File: config.mk
export PLATFORM = sky130hd
export DESIGN_NAME = isd_resq
export DESIGN_NICKNAME = d
export VERILOG_FILES = /design/src/design/isd_pkg.sv /design/src/design/isd_resq.sv
export SDC_FILE = /design/constraint.sdc
export NUM_CORES = 1
export LEC_CHECK = 0
export ABC_AREA = 1
export BUFFER_PORTS_ARGS = -buffer_cell sky130_fd_sc_hd__buf_2
export CAP_MARGIN = 20
export CORE_ASPECT_RATIO = 0.8
export CORE_MARGIN = 3
export CORE_UTILIZATION = 45
export CTS_CLUSTER_DIAMETER = 120
export DETAILED_ROUTE_END_ITERATION = 6
export PLACE_DENSITY = 0.67
export SETUP_SLACK_MARGIN = 0.4
export SYNTH_ARGS = -nofsm -noshare
export SYNTH_HDL_FRONTEND = slang
export SYNTH_SLANG_ARGS = --single-unit
File: constraint.sdc
create_clock -name i_clk -period 4.6 [get_ports i_clk]
set_input_delay 0.23 -clock i_clk [delete_from_list [all_inputs] [get_ports i_clk]]
set_output_delay 0.23 -clock i_clk [all_outputs]
set_load 0.03 [all_outputs]
File: src/design/isd_pkg.sv
`timescale 1ns / 1ps

package isd_pkg;

    // Field widths of the channels
    localparam int BYTE_W   = 8;
    localparam int IDX_W    = 13;
    localparam int VAL_W    = 32;
    localparam int WAIT_W   = 16;
    localparam int CFG_IX_W = 2;
    localparam int CFG_D_W  = 13;

    // Command codes handed to the executor
    typedef enum logic [3:0] {
        CMD_WR_IDX   = 4'd0,
        CMD_WR_DIR   = 4'd1,
        CMD_MASK_IDX = 4'd2,
        CMD_MASK_DIR = 4'd3,
        CMD_DELAY    = 4'd4,
        CMD_WAIT_MC  = 4'd5,
        CMD_WAIT_MEM = 4'd6,
        CMD_PLL_WR   = 4'd7,
        CMD_PLL_MASK = 4'd8,
        CMD_WAIT_DLL = 4'd9,
        CMD_POWER    = 4'd10,
        CMD_SDRAM    = 4'd11,
        CMD_NONE     = 4'd12
    } t_cmd;

    typedef enum logic [1:0] {
        ST_CMD  = 2'd0,
        ST_DONE = 2'd1,
        ST_ERR  = 2'd2
    } t_status;

    // Outcome of decoding one byte
    typedef enum logic [1:0] {
        OC_MORE,
        OC_CMD,
        OC_DONE,
        OC_ERR
    } t_outcome;

    // Position inside the current entry
    typedef enum logic [1:0] {
        PH_HDR0,
        PH_HDR1,
        PH_BODY
    } t_phase;

    // Script formats
    localparam logic [1:0] FMT_INIT  = 2'd0;
    localparam logic [1:0] FMT_PLL   = 2'd1;
    localparam logic [1:0] FMT_SDRAM = 2'd2;

    // Configuration register indexes
    localparam logic [CFG_IX_W-1:0] CFG_FORMAT = 2'd0;
    localparam logic [CFG_IX_W-1:0] CFG_LIMIT  = 2'd1;

    // Register init header flags (top three bits)
    localparam logic [2:0] FLG_WR_IDX   = 3'd0;
    localparam logic [2:0] FLG_WR_DIR   = 3'd1;
    localparam logic [2:0] FLG_MASK_IDX = 3'd2;
    localparam logic [2:0] FLG_MASK_DIR = 3'd3;
    localparam logic [2:0] FLG_DELAY    = 3'd4;
    localparam logic [2:0] FLG_SPECIAL  = 3'd5;
    localparam logic [2:0] FLG_BAD_LO   = 3'd6;
    localparam logic [7:0] SPC_MC_IDLE  = 8'h03;
    localparam logic [7:0] SPC_MEM      = 8'h08;

    // PLL header flags and fixed wait codes
    localparam logic [1:0] PLL_WR    = 2'b00;
    localparam logic [1:0] PLL_MASK  = 2'b01;
    localparam logic [1:0] PLL_FIXED = 2'b10;
    localparam logic [5:0] PW_DLY_SHORT = 6'd1;
    localparam logic [5:0] PW_DLY_LONG  = 6'd2;
    localparam logic [5:0] PW_MC_IDLE   = 6'd3;
    localparam logic [5:0] PW_DLL       = 6'd4;
    localparam logic [5:0] PW_POWER     = 6'd5;
    localparam logic [7:0] PLL_END      = 8'h00;
    localparam logic [7:0] PLL_MAX_LANE = 8'h03;

    // SDRAM reset script codes
    localparam logic [7:0] SDR_END  = 8'hff;
    localparam logic [7:0] SDR_WAIT = 8'h0f;

    // Fixed wait values
    localparam logic [WAIT_W-1:0] WT_SHORT_US = 16'd150;
    localparam logic [WAIT_W-1:0] WT_LONG_US  = 16'd5000;
    localparam logic [WAIT_W-1:0] WT_POLL     = 16'd1000;
    localparam logic [WAIT_W-1:0] WT_SDR_POLL = 16'd20000;

    // One result item
    typedef struct packed {
        t_cmd              command;
        logic [IDX_W-1:0]  reg_index;
        logic [VAL_W-1:0]  value_a;
        logic [VAL_W-1:0]  value_b;
        logic [WAIT_W-1:0] wait_count;
        t_status           status;
    } t_result;

    localparam t_result RES_ERR = '{
        command:    CMD_NONE,
        reg_index:  '0,
        value_a:    '0,
        value_b:    '0,
        wait_count: '0,
        status:     ST_ERR
    };

    // Configuration write as seen by the decoder
    typedef struct packed {
        logic                en;
        logic [CFG_IX_W-1:0] index;
        logic [CFG_D_W-1:0]  data;
    } t_cfg_wr;

    // Result pushes from the decoder into the output queue
    typedef struct packed {
        logic    first;
        logic    second;
        t_result res;
    } t_push;

endpackage

File: src/design/isd_resq.sv
`timescale 1ns / 1ps

// Four-deep result queue: up to two pushes and one pop per cycle
module isd_resq import isd_pkg::*; (
    input  logic    i_clk,
    input  logic    i_rst_n,
    input  t_push   i_push,
    input  logic    i_pop_ready,
    output logic    o_valid,
    output t_result o_head,
    output logic    o_room
);

    localparam int DEPTH = 4;
    localparam int AW    = $clog2(DEPTH);

    t_result         r_mem [DEPTH];
    logic [AW-1:0]   r_wp, n_wp;
    logic [AW-1:0]   r_rp, n_rp;
    logic [AW:0]     r_cnt, n_cnt;
    logic            pop;
    logic [AW-1:0]   wp1;

    assign o_valid = (r_cnt != '0);
    assign o_head  = r_mem[r_rp];
    assign o_room  = (r_cnt <= (AW+1)'(DEPTH - 2));
    assign pop     = o_valid && i_pop_ready;
    assign wp1     = r_wp + AW'(1);

    // pointer and fill bookkeeping
    always_comb begin
        n_wp  = r_wp + AW'(i_push.first) + AW'(i_push.second);
        n_rp  = r_rp + AW'(pop);
        n_cnt = r_cnt + (AW+1)'(i_push.first) + (AW+1)'(i_push.second) - (AW+1)'(pop);
    end

    always_ff @(posedge i_clk) begin
        if (!i_rst_n) begin
            r_wp  <= '0;
            r_rp  <= '0;
            r_cnt <= '0;
        end else begin
            r_wp  <= n_wp;
            r_rp  <= n_rp;
            r_cnt <= n_cnt;
        end
    end

    // storage; the second push is always the trailing error item
    always_ff @(posedge i_clk) begin
        if (i_push.first) begin
            r_mem[r_wp] <= i_push.res;
        end
        if (i_push.second) begin
            r_mem[wp1] <= RES_ERR;
        end
    end

endmodule

==> flow_summary.json <==
{
  "synth_edf_count": 0,
  "hpwl_um": 32910,
  "die_y_um": 192.9,
  "status": "completed",
  "layout_common_cells": "nand2_1 (990), nor2_1 (676), inv_1 (401), dfxtp_1 (401), buf_2 (203)",
  "area.sequential_sq_mm": 0.008075,
  "power_density_mw_per_mm2": 671.3,
  "place_area_sq_mm": 0.02064,
  "vias": 19230,
  "first_pass_iters": 6,
  "wl_per_cell_um": 14.87,
  "n_antenna_cell": 0,
  "utilization_pct": 54.48,
  "max_freq_ghz": 0.2903,
  "nFillCells": 4080,
  "gr-usage-all-layers_pct": 24.52,
  "finalHoldViolations": 0,
  "clkTransAtPathRegs_ns": 0.06,
  "p_leak_nw": 12.83,
  "io-pin-count": 205,
  "cts_made_buffers": 42,
  "crit_fanout": 44,
  "avgSynthCellArea_sq_um": 6.296,
  "yosys.area_share.simple_pct": 35.39,
  "fp.dieW_um": 239.6,
  "synth_ff_type": "dfxtp_1",
  "syn_area_sq_mm": 0.01965,
  "synth_nets": 3231,
  "core_sq_mm": 0.04250,
  "slew_viol_final": 0,
  "cts-root-buf": "clkbuf_16",
  "syn-instance-count": 3121,
  "initial_core_util_pct": 46.23,
  "arrival_ns": 3.21,
  "clock_latency_ns": 0.55,
  "synth-adder-area-share_pct": 0.4967,
  "holdWs_ns": 0.1952,
  "cp.required_ns": 4.37,
  "fp.dieArea_sq_mm": 0.04622,
  "fin_crit_sh_pct": 74.88,
  "areaGrowthSynthToFinish_pct": 17.86,
  "drive_above_1_share_pct": 9.374,
  "grt_max_degree": 144,
  "multi_input_area_sq_mm": 0.009096,
  "worstSetupPathType": "reg -> out",
  "max-cap-violations": 0,
  "cts.path.max_buffers": 3,
  "seq_area_frac_synth_pct": 41.06,
  "grt_pass1_vias": 17868,
  "num_rows": 67,
  "rsz0062_at_grt": "false",
  "synth_xor_area_share_pct": 0,
  "skew_ns": 0.02341,
  "cts_sinks": 403,
  "nNetsFinal": 3389,
  "drtIter0Drc": 1527,
  "ys_async_sr_fraction_pct": 0,
  "synth_top_family_by_area": "simple AND/OR/NAND/NOR gates",
  "min_path_type": "in -> reg",
  "cp-start-kind": "flop",
  "drt_wl_total_um": 57390,
  "worst_pin_slew_ns": 1.050,
  "tns_ns": 0,
  "portBuffers": 204,
  "final_common_cell": "nand2_1",
  "cts_setup_buffers": 0,
  "synth_compound_area_share_pct": 10.11,
  "design_area_sq_mm": 0.02316,
  "htreeDepth": 2,
  "setup_viol": 0,
  "vias_per_cell": 4.983,
  "ys_ff_latch": 403,
  "yosys_warnings": 0,
  "grt_pass1_wl_um": 92670,
  "power.total_mw": 15.55,
  "antenna_found_initial": 1,
  "ys_types": 22,
  "cts_tree": "built",
  "synthMuxAreaShare_pct": 0,
  "endpoint_kind": "output port",
  "drcViolationCount": 0,
  "gp_congestion": 0.8359,
  "fin_crit_ns": 3.444,
  "slew_headroom_pct": 29.99,
  "vdd_drop_max_mv": 0.3613,
  "grt_overflow": 0,
  "detail-route-antenna-nets": 0
}
-- final timing paths --
kind,startpoint,slack [ns],endpoint,cells after the start
worst max register to register,r_wp[0]$_SDFF_PN0_,1.87,r_mem[0][69]$_SDFFE_PP0P_,4
worst min-delay path,i_pop_ready,0.20,r_rp[0]$_SDFF_PN0_,5
worst min register to register,r_mem[1][98]$_SDFFE_PP1P_,0.46,r_mem[1][98]$_SDFFE_PP1P_,2
worst max-delay path,r_rp[1]$_SDFF_PN0_,1.16,o_head[88],5
-- cells by family (layout without fill, tap and decap cells) --
logic type	after synthesis	in the layout
AND/OR/NAND/NOR	1796	1796
buffers and inverters	619	805
flip-flops	403	403
AO/OA/AOI/OAI	297	297
adder cells (fa/ha/maj)	6	6
-- stage by stage --
stage / setup slack [ns] / std cells
floorplan: 2.270 / 3121
global placement: 1.766 / 3686
detailed placement: 1.722 / 3686
CTS: 1.100 / 3858
global route: 0.9507 / 3859
finish: 1.156 / 3859
-- worst max-delay path: stages, from the launching register on --
cell and delay (ns):
dfxtp_4 0.77, clkinv_2 0.87, buf_4 0.56, o211ai_1 0.17, nand2_1 0.09, buf_2 0.18
-- layer usage --
layer	track usage, %	vias up	wire length [um]
li1	-	9790	-
met1	33.06	8752	26340
met2	40.68	591	25800
met3	4.272	95	4014
met4	6.671	2	1230
met5	0	-	7
-- flip-flops by register name (all words and copies together) (netlist names) --
| signal | flops |
|---|---|
| r_mem | 396 |
| r_cnt | 3 |
| r_wp | 2 |
| r_rp | 2 |
-- where the power goes --
group | switching [mW] | internal, mW | total (mW)
clock network | 1.43 | 2.26 | 3.69
registers | 0.678 | 4.73 | 5.41
logic | 4.42 | 2.02 | 6.44
-- cell usage after synthesis, types with 6 or more instances --
master / instances / share of area, %
inv_1: 401 / 7.7
nand4_1: 9 / 0.29
buf_1: 17 / 0.32
o211ai_1: 198 / 7.6
clkbuf_1: 93 / 1.8
buf_6: 13 / 0.75
nand3_2: 6 / 0.31
nor2_1: 676 / 13
dfxtp_1: 403 / 41
nand3_1: 112 / 2.9
a21oi_1: 97 / 2.5
buf_2: 89 / 2.3
nand2_1: 990 / 19
-- what timing repair did --
item,in CTS,in global routing
endpoints found under the hold margin,294,0
hold buffers,100,0
gates resized for setup,0,0
-- area by class of cell --
cell class | count | area share [%]
multi-input cells | 2099 | 39.28
repair buffers | 329 | 9.871
clock buffers | 62 | 5.560
well taps | 552 | 2.982
inverters | 404 | 6.554
clock inverters | 10 | 0.8807
flip-flops and latches | 403 | 34.87
No activity file was read; power rests on OpenSTA's default activity.
