File: src/design/isd_pkg.sv
`timescale 1ns / 1ps

package isd_pkg;

    // Field widths of the channels
    localparam int BYTE_W   = 8;
    localparam int IDX_W    = 13;
    localparam int VAL_W    = 32;
    localparam int WAIT_W   = 16;
    localparam int CFG_IX_W = 2;
    localparam int CFG_D_W  = 13;

    // Command codes handed to the executor
    typedef enum logic [3:0] {
        CMD_WR_IDX   = 4'd0,
        CMD_WR_DIR   = 4'd1,
        CMD_MASK_IDX = 4'd2,
        CMD_MASK_DIR = 4'd3,
        CMD_DELAY    = 4'd4,
        CMD_WAIT_MC  = 4'd5,
        CMD_WAIT_MEM = 4'd6,
        CMD_PLL_WR   = 4'd7,
        CMD_PLL_MASK = 4'd8,
        CMD_WAIT_DLL = 4'd9,
        CMD_POWER    = 4'd10,
        CMD_SDRAM    = 4'd11,
        CMD_NONE     = 4'd12
    } t_cmd;

    typedef enum logic [1:0] {
        ST_CMD  = 2'd0,
        ST_DONE = 2'd1,
        ST_ERR  = 2'd2
    } t_status;

    // Outcome of decoding one byte
    typedef enum logic [1:0] {
        OC_MORE,
        OC_CMD,
        OC_DONE,
        OC_ERR
    } t_outcome;

    // Position inside the current entry
    typedef enum logic [1:0] {
        PH_HDR0,
        PH_HDR1,
        PH_BODY
    } t_phase;

    // Script formats
    localparam logic [1:0] FMT_INIT  = 2'd0;
    localparam logic [1:0] FMT_PLL   = 2'd1;
    localparam logic [1:0] FMT_SDRAM = 2'd2;

    // Configuration register indexes
    localparam logic [CFG_IX_W-1:0] CFG_FORMAT = 2'd0;
    localparam logic [CFG_IX_W-1:0] CFG_LIMIT  = 2'd1;

    // Register init header flags (top three bits)
    localparam logic [2:0] FLG_WR_IDX   = 3'd0;
    localparam logic [2:0] FLG_WR_DIR   = 3'd1;
    localparam logic [2:0] FLG_MASK_IDX = 3'd2;
    localparam logic [2:0] FLG_MASK_DIR = 3'd3;
    localparam logic [2:0] FLG_DELAY    = 3'd4;
    localparam logic [2:0] FLG_SPECIAL  = 3'd5;
    localparam logic [2:0] FLG_BAD_LO   = 3'd6;
    localparam logic [7:0] SPC_MC_IDLE  = 8'h03;
    localparam logic [7:0] SPC_MEM      = 8'h08;

    // PLL header flags and fixed wait codes
    localparam logic [1:0] PLL_WR    = 2'b00;
    localparam logic [1:0] PLL_MASK  = 2'b01;
    localparam logic [1:0] PLL_FIXED = 2'b10;
    localparam logic [5:0] PW_DLY_SHORT = 6'd1;
    localparam logic [5:0] PW_DLY_LONG  = 6'd2;
    localparam logic [5:0] PW_MC_IDLE   = 6'd3;
    localparam logic [5:0] PW_DLL       = 6'd4;
    localparam logic [5:0] PW_POWER     = 6'd5;
    localparam logic [7:0] PLL_END      = 8'h00;
    localparam logic [7:0] PLL_MAX_LANE = 8'h03;

    // SDRAM reset script codes
    localparam logic [7:0] SDR_END  = 8'hff;
    localparam logic [7:0] SDR_WAIT = 8'h0f;

    // Fixed wait values
    localparam logic [WAIT_W-1:0] WT_SHORT_US = 16'd150;
    localparam logic [WAIT_W-1:0] WT_LONG_US  = 16'd5000;
    localparam logic [WAIT_W-1:0] WT_POLL     = 16'd1000;
    localparam logic [WAIT_W-1:0] WT_SDR_POLL = 16'd20000;

    // One result item
    typedef struct packed {
        t_cmd              command;
        logic [IDX_W-1:0]  reg_index;
        logic [VAL_W-1:0]  value_a;
        logic [VAL_W-1:0]  value_b;
        logic [WAIT_W-1:0] wait_count;
        t_status           status;
    } t_result;

    localparam t_result RES_ERR = '{
        command:    CMD_NONE,
        reg_index:  '0,
        value_a:    '0,
        value_b:    '0,
        wait_count: '0,
        status:     ST_ERR
    };

    // Configuration write as seen by the decoder
    typedef struct packed {
        logic                en;
        logic [CFG_IX_W-1:0] index;
        logic [CFG_D_W-1:0]  data;
    } t_cfg_wr;

    // Result pushes from the decoder into the output queue
    typedef struct packed {
        logic    first;
        logic    second;
        t_result res;
    } t_push;

endpackage

File: src/design/isd_dec.sv
`timescale 1ns / 1ps

// Byte-wise entry decoder: field collector, header checks and entry counting
module isd_dec import isd_pkg::*; #(
    parameter int MAX_ENTRIES = 4096
) (
    input  logic              i_clk,
    input  logic              i_rst_n,
    input  logic              i_accept,
    input  logic [BYTE_W-1:0] i_script_byte,
    input  logic              i_starts_script,
    input  logic              i_image_end,
    input  t_cfg_wr           i_cfg,
    output t_push             o_push
);

    localparam int CW = $clog2(MAX_ENTRIES + 1);

    logic [1:0]         r_fmt, n_fmt;
    logic [CFG_D_W-1:0] r_limit, n_limit;
    t_phase             r_phase, n_phase;
    logic [15:0]        r_hdr, n_hdr;
    logic [63:0]        r_pay, n_pay;
    logic [2:0]         r_cnt, n_cnt;
    logic [CW-1:0]      r_seen, n_seen;
    logic               r_fin, n_fin;

    // state as seen by this byte, after a script start clears it
    t_phase        ph;
    logic [15:0]   hdr;
    logic [63:0]   pay;
    logic [2:0]    cnt;
    logic [CW-1:0] seen;
    logic          fin;

    assign ph   = i_starts_script ? PH_HDR0 : r_phase;
    assign hdr  = i_starts_script ? 16'h0000 : r_hdr;
    assign pay  = i_starts_script ? 64'h0 : r_pay;
    assign cnt  = i_starts_script ? 3'd0 : r_cnt;
    assign seen = i_starts_script ? '0 : r_seen;
    assign fin  = i_starts_script ? 1'b0 : r_fin;

    // payload with this byte dropped into its lane
    logic [63:0] pay_n;
    logic [3:0]  n_bytes;

    always_comb begin
        for (int i = 0; i < 8; i++) begin
            pay_n[8*i +: 8] = (cnt == 3'(i)) ? i_script_byte : pay[8*i +: 8];
        end
    end

    assign n_bytes = {1'b0, cnt} + 4'd1;

    // decode of one byte
    t_outcome    oc;
    t_cmd        d_cmd;
    logic [IDX_W-1:0]  d_idx;
    logic [VAL_W-1:0]  d_a, d_b;
    logic [WAIT_W-1:0] d_wait;
    t_phase      ph_d;
    logic [15:0] hdr_d;
    logic        col;
    logic [15:0] hw;
    logic [2:0]  flag;
    logic [3:0]  need;
    logic [4:0]  sh;

    always_comb begin
        oc     = OC_MORE;
        d_cmd  = CMD_NONE;
        d_idx  = '0;
        d_a    = '0;
        d_b    = '0;
        d_wait = '0;
        ph_d   = ph;
        hdr_d  = hdr;
        col    = 1'b0;
        hw     = {i_script_byte, hdr[7:0]};
        flag   = hdr[15:13];
        need   = 4'd2;
        sh     = {pay_n[1:0], 3'b000};

        case (r_fmt)
            FMT_INIT: begin
                case (ph)
                    PH_HDR0: begin
                        hdr_d = {8'h00, i_script_byte};
                        ph_d  = PH_HDR1;
                    end
                    PH_HDR1: begin
                        hdr_d = hw;
                        if (hw == 16'h0000) begin
                            oc = OC_DONE;
                        end else if (hw[15:13] >= FLG_BAD_LO) begin
                            oc = OC_ERR;
                        end else if (hw[15:13] == FLG_SPECIAL && hw[7:0] != SPC_MC_IDLE
                                     && hw[7:0] != SPC_MEM) begin
                            oc = OC_ERR;
                        end else begin
                            ph_d = PH_BODY;
                        end
                    end
                    default: begin
                        col = 1'b1;
                        if (flag <= FLG_WR_DIR) begin
                            need = 4'd4;
                        end else if (flag <= FLG_MASK_DIR) begin
                            need = 4'd8;
                        end else begin
                            need = 4'd2;
                        end
                        if (n_bytes >= need) begin
                            oc = OC_CMD;
                            case (flag)
                                FLG_WR_IDX: begin
                                    d_cmd = CMD_WR_IDX;
                                    d_idx = hdr[12:0];
                                    d_a   = pay_n[31:0];
                                end
                                FLG_WR_DIR: begin
                                    d_cmd = CMD_WR_DIR;
                                    d_idx = hdr[12:0];
                                    d_a   = pay_n[31:0];
                                end
                                FLG_MASK_IDX: begin
                                    d_cmd = CMD_MASK_IDX;
                                    d_idx = hdr[12:0];
                                    d_a   = pay_n[31:0];
                                    d_b   = pay_n[63:32];
                                end
                                FLG_MASK_DIR: begin
                                    d_cmd = CMD_MASK_DIR;
                                    d_idx = hdr[12:0];
                                    d_a   = ~pay_n[31:0];
                                    d_b   = pay_n[63:32];
                                end
                                FLG_DELAY: begin
                                    d_cmd  = CMD_DELAY;
                                    d_wait = pay_n[15:0];
                                end
                                default: begin
                                    d_cmd  = (hdr[7:0] == SPC_MC_IDLE) ? CMD_WAIT_MC
                                                                       : CMD_WAIT_MEM;
                                    d_wait = pay_n[15:0];
                                end
                            endcase
                        end
                    end
                endcase
            end
            FMT_PLL: begin
                if (ph == PH_HDR0) begin
                    hdr_d = {8'h00, i_script_byte};
                    if (i_script_byte == PLL_END) begin
                        oc = OC_DONE;
                    end else if (i_script_byte[7:6] == PLL_FIXED) begin
                        oc = OC_CMD;
                        case (i_script_byte[5:0])
                            PW_DLY_SHORT: begin
                                d_cmd  = CMD_DELAY;
                                d_wait = WT_SHORT_US;
                            end
                            PW_DLY_LONG: begin
                                d_cmd  = CMD_DELAY;
                                d_wait = WT_LONG_US;
                            end
                            PW_MC_IDLE: begin
                                d_cmd  = CMD_WAIT_MC;
                                d_wait = WT_POLL;
                            end
                            PW_DLL: begin
                                d_cmd  = CMD_WAIT_DLL;
                                d_wait = WT_POLL;
                            end
                            PW_POWER: d_cmd = CMD_POWER;
                            default:  oc = OC_ERR;
                        endcase
                    end else if (i_script_byte[7:6] != PLL_WR
                                 && i_script_byte[7:6] != PLL_MASK) begin
                        oc = OC_ERR;
                    end else begin
                        ph_d = PH_BODY;
                    end
                end else begin
                    col = 1'b1;
                    if (hdr[7:6] == PLL_WR) begin
                        if (n_bytes >= 4'd4) begin
                            oc    = OC_CMD;
                            d_cmd = CMD_PLL_WR;
                            d_idx = {7'b0, hdr[5:0]};
                            d_a   = pay_n[31:0];
                        end
                    end else if (pay_n[7:0] > PLL_MAX_LANE) begin
                        oc = OC_ERR;
                    end else if (n_bytes >= 4'd3) begin
                        // byte-lane mask: keep the other lanes, place and/or bytes
                        oc    = OC_CMD;
                        d_cmd = CMD_PLL_MASK;
                        d_idx = {7'b0, hdr[5:0]};
                        d_a   = ~(32'h0000_00ff << sh) | ({24'b0, pay_n[15:8]} << sh);
                        d_b   = {24'b0, pay_n[23:16]} << sh;
                    end
                end
            end
            FMT_SDRAM: begin
                if (ph == PH_HDR0) begin
                    hdr_d = {8'h00, i_script_byte};
                    if (i_script_byte == SDR_END) begin
                        oc = OC_DONE;
                    end else if (i_script_byte == SDR_WAIT) begin
                        oc     = OC_CMD;
                        d_cmd  = CMD_WAIT_MEM;
                        d_wait = WT_SDR_POLL;
                    end else begin
                        ph_d = PH_BODY;
                    end
                end else begin
                    col = 1'b1;
                    if (n_bytes >= 4'd2) begin
                        oc    = OC_CMD;
                        d_cmd = CMD_SDRAM;
                        d_idx = {5'b0, hdr[7:0]};
                        d_b   = {16'b0, pay_n[15:0]};
                    end
                end
            end
            default: oc = OC_ERR;
        endcase
    end

    // image end on an unfinished entry is an error
    t_outcome oc_f;
    assign oc_f = (oc == OC_MORE && i_image_end) ? OC_ERR : oc;

    // entry limit, clamped to one and to the build maximum
    logic [CFG_D_W-1:0] lim13;
    logic [CW-1:0]      lim_eff;
    logic [CW-1:0]      seen_n;
    logic               err_after;

    assign lim13   = (r_limit == '0) ? CFG_D_W'(1) : r_limit;
    assign lim_eff = (32'(lim13) > 32'(MAX_ENTRIES)) ? CW'(MAX_ENTRIES) : CW'(lim13);
    assign seen_n  = seen + CW'(1);
    assign err_after = i_image_end || (seen_n >= lim_eff);

    // result items for this byte
    always_comb begin
        o_push.first  = i_accept && !fin && oc_f != OC_MORE;
        o_push.second = i_accept && !fin && oc_f == OC_CMD && err_after;
        o_push.res    = RES_ERR;
        if (oc_f == OC_CMD) begin
            o_push.res.command    = d_cmd;
            o_push.res.reg_index  = d_idx;
            o_push.res.value_a    = d_a;
            o_push.res.value_b    = d_b;
            o_push.res.wait_count = d_wait;
            o_push.res.status     = ST_CMD;
        end else if (oc_f == OC_DONE) begin
            o_push.res.status = ST_DONE;
        end
    end

    // next decoder state
    always_comb begin
        n_fmt   = r_fmt;
        n_limit = r_limit;
        n_phase = r_phase;
        n_hdr   = r_hdr;
        n_pay   = r_pay;
        n_cnt   = r_cnt;
        n_seen  = r_seen;
        n_fin   = r_fin;
        if (i_cfg.en && i_cfg.index == CFG_FORMAT) begin
            n_fmt   = i_cfg.data[1:0];
            n_phase = PH_HDR0;
            n_hdr   = '0;
            n_pay   = '0;
            n_cnt   = '0;
            n_seen  = '0;
            n_fin   = 1'b0;
        end else if (i_cfg.en && i_cfg.index == CFG_LIMIT) begin
            n_limit = i_cfg.data;
        end else if (i_accept) begin
            n_phase = ph;
            n_hdr   = hdr;
            n_pay   = pay;
            n_cnt   = cnt;
            n_seen  = seen;
            n_fin   = fin;
            if (!fin) begin
                case (oc_f)
                    OC_MORE: begin
                        n_phase = ph_d;
                        n_hdr   = hdr_d;
                        if (col) begin
                            n_pay = pay_n;
                            n_cnt = n_bytes[2:0];
                        end
                    end
                    OC_CMD: begin
                        n_phase = PH_HDR0;
                        n_hdr   = '0;
                        n_pay   = '0;
                        n_cnt   = '0;
                        n_seen  = seen_n;
                        n_fin   = err_after;
                    end
                    default: n_fin = 1'b1;
                endcase
            end
        end
    end

    always_ff @(posedge i_clk) begin
        if (!i_rst_n) begin
            r_fmt   <= FMT_INIT;
            r_limit <= CFG_D_W'(4096);
            r_phase <= PH_HDR0;
            r_hdr   <= '0;
            r_pay   <= '0;
            r_cnt   <= '0;
            r_seen  <= '0;
            r_fin   <= 1'b0;
        end else begin
            r_fmt   <= n_fmt;
            r_limit <= n_limit;
            r_phase <= n_phase;
            r_hdr   <= n_hdr;
            r_pay   <= n_pay;
            r_cnt   <= n_cnt;
            r_seen  <= n_seen;
            r_fin   <= n_fin;
        end
    end

endmodule

File: config.mk
export PLATFORM = sky130hd
export DESIGN_NAME = isd_dec
export DESIGN_NICKNAME = d
export VERILOG_FILES = /design/src/design/isd_pkg.sv /design/src/design/isd_dec.sv
export SDC_FILE = /design/constraint.sdc
export NUM_CORES = 1
export LEC_CHECK = 0
export ABC_AREA = 1
export BUFFER_PORTS_ARGS = -buffer_cell sky130_fd_sc_hd__buf_4
export CAP_MARGIN = 20
export CORE_MARGIN = 3
export CORE_UTILIZATION = 35
export DETAILED_ROUTE_END_ITERATION = 7
export GPL_TIMING_DRIVEN = 0
export SYNTH_ARGS = -nofsm -noshare
export SYNTH_HDL_FRONTEND = slang
export SYNTH_SLANG_ARGS = --single-unit
File: constraint.sdc
create_clock -name i_clk -period 10.85 [get_ports i_clk]
set_input_delay 2.17 -clock i_clk [delete_from_list [all_inputs] [get_ports i_clk]]
set_output_delay 2.17 -clock i_clk [all_outputs]
set_load 0.03 [all_outputs]
==> impl_metrics.toml <==
[global_routing]
met1_usage_pct = 41.5
use_met2_pct = 48.4
grt_pass1_wl_um = 82200
grt_max_degree = 17
grt.busiest_layer = "met2"
use_met3_pct = 6.06
track_usage_pct = 31.3
antenna_found_initial = 0
grt_pass1_vias = 13500
grt_overflow_total = 0

[critical_path]
cp-start-kind = "input port"
worstPathArrival_ns = 8.45
slowest_stage = "ha_1"
slowest_delay_ns = 0.60
required_ns = 8.68
end_kind = "primary output"
rr_worst_depth = 25
crit_chain = "buf_6 > clkbuf_1 > nor2_1 > inv_1 > nand2_1 > ha_1 > nand2_1 > inv_1 > nand3_1 > o211ai_1 > nand2_1 > nor2_1 > nor2_4 > nand3_4 > nand2_4 > inv_2 > buf_6 > ha_1 > clkinvlp_4 > nor2_2 > nand3_1 > clkbuf_1 > o22ai_1 > buf_4"
worstSetupPathType = "input port to primary output"
endpoint = "o_push[16]"
r2r_end = "r_phase[1]"
rrSetupSlack_ns = 5.65
rr_startpoint = "r_cnt[0]"
worst_path_most_repeated_cell = "nand2_1"
cp-startpoint = "i_starts_script"
cp_max_fo = 13

[logic_synthesis]
synth_area_leader_cell = "dfxtp_1"
synth_area_sq_um = 11300
synth.most_common_cell = "nand2_1"
yosysWarnings = 0
synth_ff_type = "dfxtp_1"
synthMuxAreaShare_pct = 0
yosys.area_share.simple_pct = 40.6
ys_ff_latch = 114
synth_cells = 2016
synth_area_leaders = "dfxtp_1, nand2_1, o21ai_0"
async_reset_ff_share_pct = 0
syn-num-nets = 2077
synth.top_cell.area_share_pct = 20.1
synth_compound_area_share_pct = 23.1
synth_xor_area_share_pct = 0.696
synth_top_family_by_area = "simple AND/OR/NAND/NOR gates"
synthAdderAreaFrac_pct = 3.53
avgSynthCellArea_sq_um = 5.62
synth_edf_count = 0
synth_cell_type_count = 53
synth.top_cells.by_count = "nand2_1, o21ai_0, nor2_1"
yosysSeqAreaShare_pct = 20.1

[sta]
rsz0062_at_grt = "false"
setup_slack_ns = 0.226
period_share_pct = 97.9
max_freq_ghz = 0.0941
worstMarginPinSlew_ns = 1.14
finalSetupViolCount = 0
holdWs_ns = 0.461
finalHoldViolCount = 0
fin_crit_ns = 10.62
drv_slew = 0
relSlewSlack_pct = 23.3
skew_ns = 0.0210

[pwr]
clkPwrFrac_pct = 43.6
ir_drop_mv = 0.118
switchingPower_mw = 0.513
swShare_pct = 35.1
powerDensity_nw_per_um2 = 109
p_total_mw = 1.46
seqPwrFrac_pct = 30.8
p_int_mw = 0.948
p_leak_nw = 5.98
combPwrFrac_pct = 25.6

[cts]
ctsResizeCount = 1
worstSkewPairLatency_ns = 0.45
postCtsSetupBuffers = 0
clkSinkCount = 114
clkTransAtPathRegs_ns = 0.06
numCtsBuffers = 17
cts_hold_buf = 0
root_buffer = "clkbuf_16"
htree_levels = 4
cts_tree = "built"
cts_max_path_buffers = 2

[placed_design]
pre_cts_ws_ns = -0.165
dpl.cell_count = 2543
portBuffers = 125
place_congestion = 1.01
hpwl_um = 42900

[routing]
vias = 14800
routed_via_density = 5.77
drcViolationCount = 0
routed_wirelength_um = 55100
first_pass_iters = 6
wl_per_cell_um = 21.4
ant_nets = 0
drt_iter0_markers = 1774

[hold_path]
min_path_type = "flip-flop to flip-flop"
min_path_cells = 2

[status]
status = "finished clean"

[final_layout]
diodes = 0
finalCoreUtilization_pct = 42.3
num-fill-cells = 3556
nets = 2220
final_cells = 2574
syn_to_final_growth_pct = 18.4
drive_gt1_share_pct = 11.0

[die]
core_region_area_sq_um = 31700
die_y_um = 186
die-area_sq_um = 34600
start_util_pct = 35.7
rows = 65
die_x_um = 186
pin_count = 130

[job]
maxCapViolations = 0
==> stage by stage <==
| stage | cell area (sq um) | setup TNS, ns |
|---|---|---|
| after floorplan | 11300 | 0 |
| after global placement | 12800 | -0.373 |
| after CTS | 13400 | 0 |
| after global routing | 13400 | 0 |
| after detailed placement | 12800 | -1.66 |
| final | 13400 | 0 |
==> power by group through the flow <==
stage	clock, mW	combinational [mW]	sequential (mW)
after floorplan	0	0.237	0.456
after global placement	0	0.359	0.458
after detailed placement	0	0.362	0.459
after CTS	0.642	0.364	0.450
after global routing	0.656	0.406	0.452
final	0.636	0.374	0.450
==> final cells by class <==
class | count | area, sq um | area share (%)
inverter | 190 | 724 | 5.40
sequential | 114 | 2280 | 17.0
timing repair buffer | 125 | 938 | 7.00
buffer | 141 | 627 | 4.67
tap | 402 | 503 | 3.75
clock inverter | 10 | 181 | 1.35
multi-input combinational | 1570 | 7700 | 57.4
clock buffer | 22 | 454 | 3.39
==> layout by cell type, fill, tap and decap left out, types with 9 or more instances in the layout <==
cell	count
o211ai_1	21
ha_1	32
o21ai_0	183
a21oi_1	177
inv_2	9
nand2_2	12
buf_4	127
nand3_1	138
clkbuf_1	102
inv_1	174
o221ai_1	26
o21ai_1	16
nor3_1	19
dfxtp_1	114
nand4_1	81
clkbuf_16	17
nor2_1	179
o22ai_1	24
nand2_1	599
buf_2	27
==> kinds of logic (layout without fill, tap and decap cells) <==
| family | after synthesis | in the layout |
|---|---|---|
| simple gates | 1060 | 1060 |
| xor+xnor | 9 | 9 |
| buf+inv | 332 | 488 |
| flops | 114 | 114 |
| compound gates | 469 | 469 |
| fa+ha+maj | 32 | 32 |
==> worst min-delay path by stage <==
| stage | start | endpoint | slack, ns |
|---|---|---|---|
| final | r_pay[3] | r_pay[3] | 0.46 |
| after global routing | r_pay[29] | r_pay[29] | 0.48 |
| after CTS | r_pay[56] | r_pay[56] | 0.46 |
| after detailed placement | r_hdr[12] | r_hdr[12] | 0.46 |
| after global placement | r_pay[47] | r_pay[47] | 0.45 |
| after floorplan | r_limit[0] | r_limit[0] | 0.44 |
==> routing by layer <==
metal  part of all wire [%]  vias up
li1                       -     7046
met1                     40     6779
met2                     43      859
met3                     11      161
met4                    5.6        0
met5                      0        -
==> registers in the layout (all words and copies together), names as in the netlist <==
name / cells
r_limit: 13
r_phase: 2
r_cnt: 3
r_fin: 1
r_hdr: 16
r_seen: 13
r_pay: 64
r_fmt: 2
==> worst max-delay path: cells and delay by family <==
kind                     cells  cell delay (ns)
AO/OA/AOI/OAI                2             0.58
adder cells (fa/ha/maj)      2             0.89
AND/OR/NAND/NOR             11             2.37
buffers and inverters        9             2.41
Power figures use the tool's default switching activity.
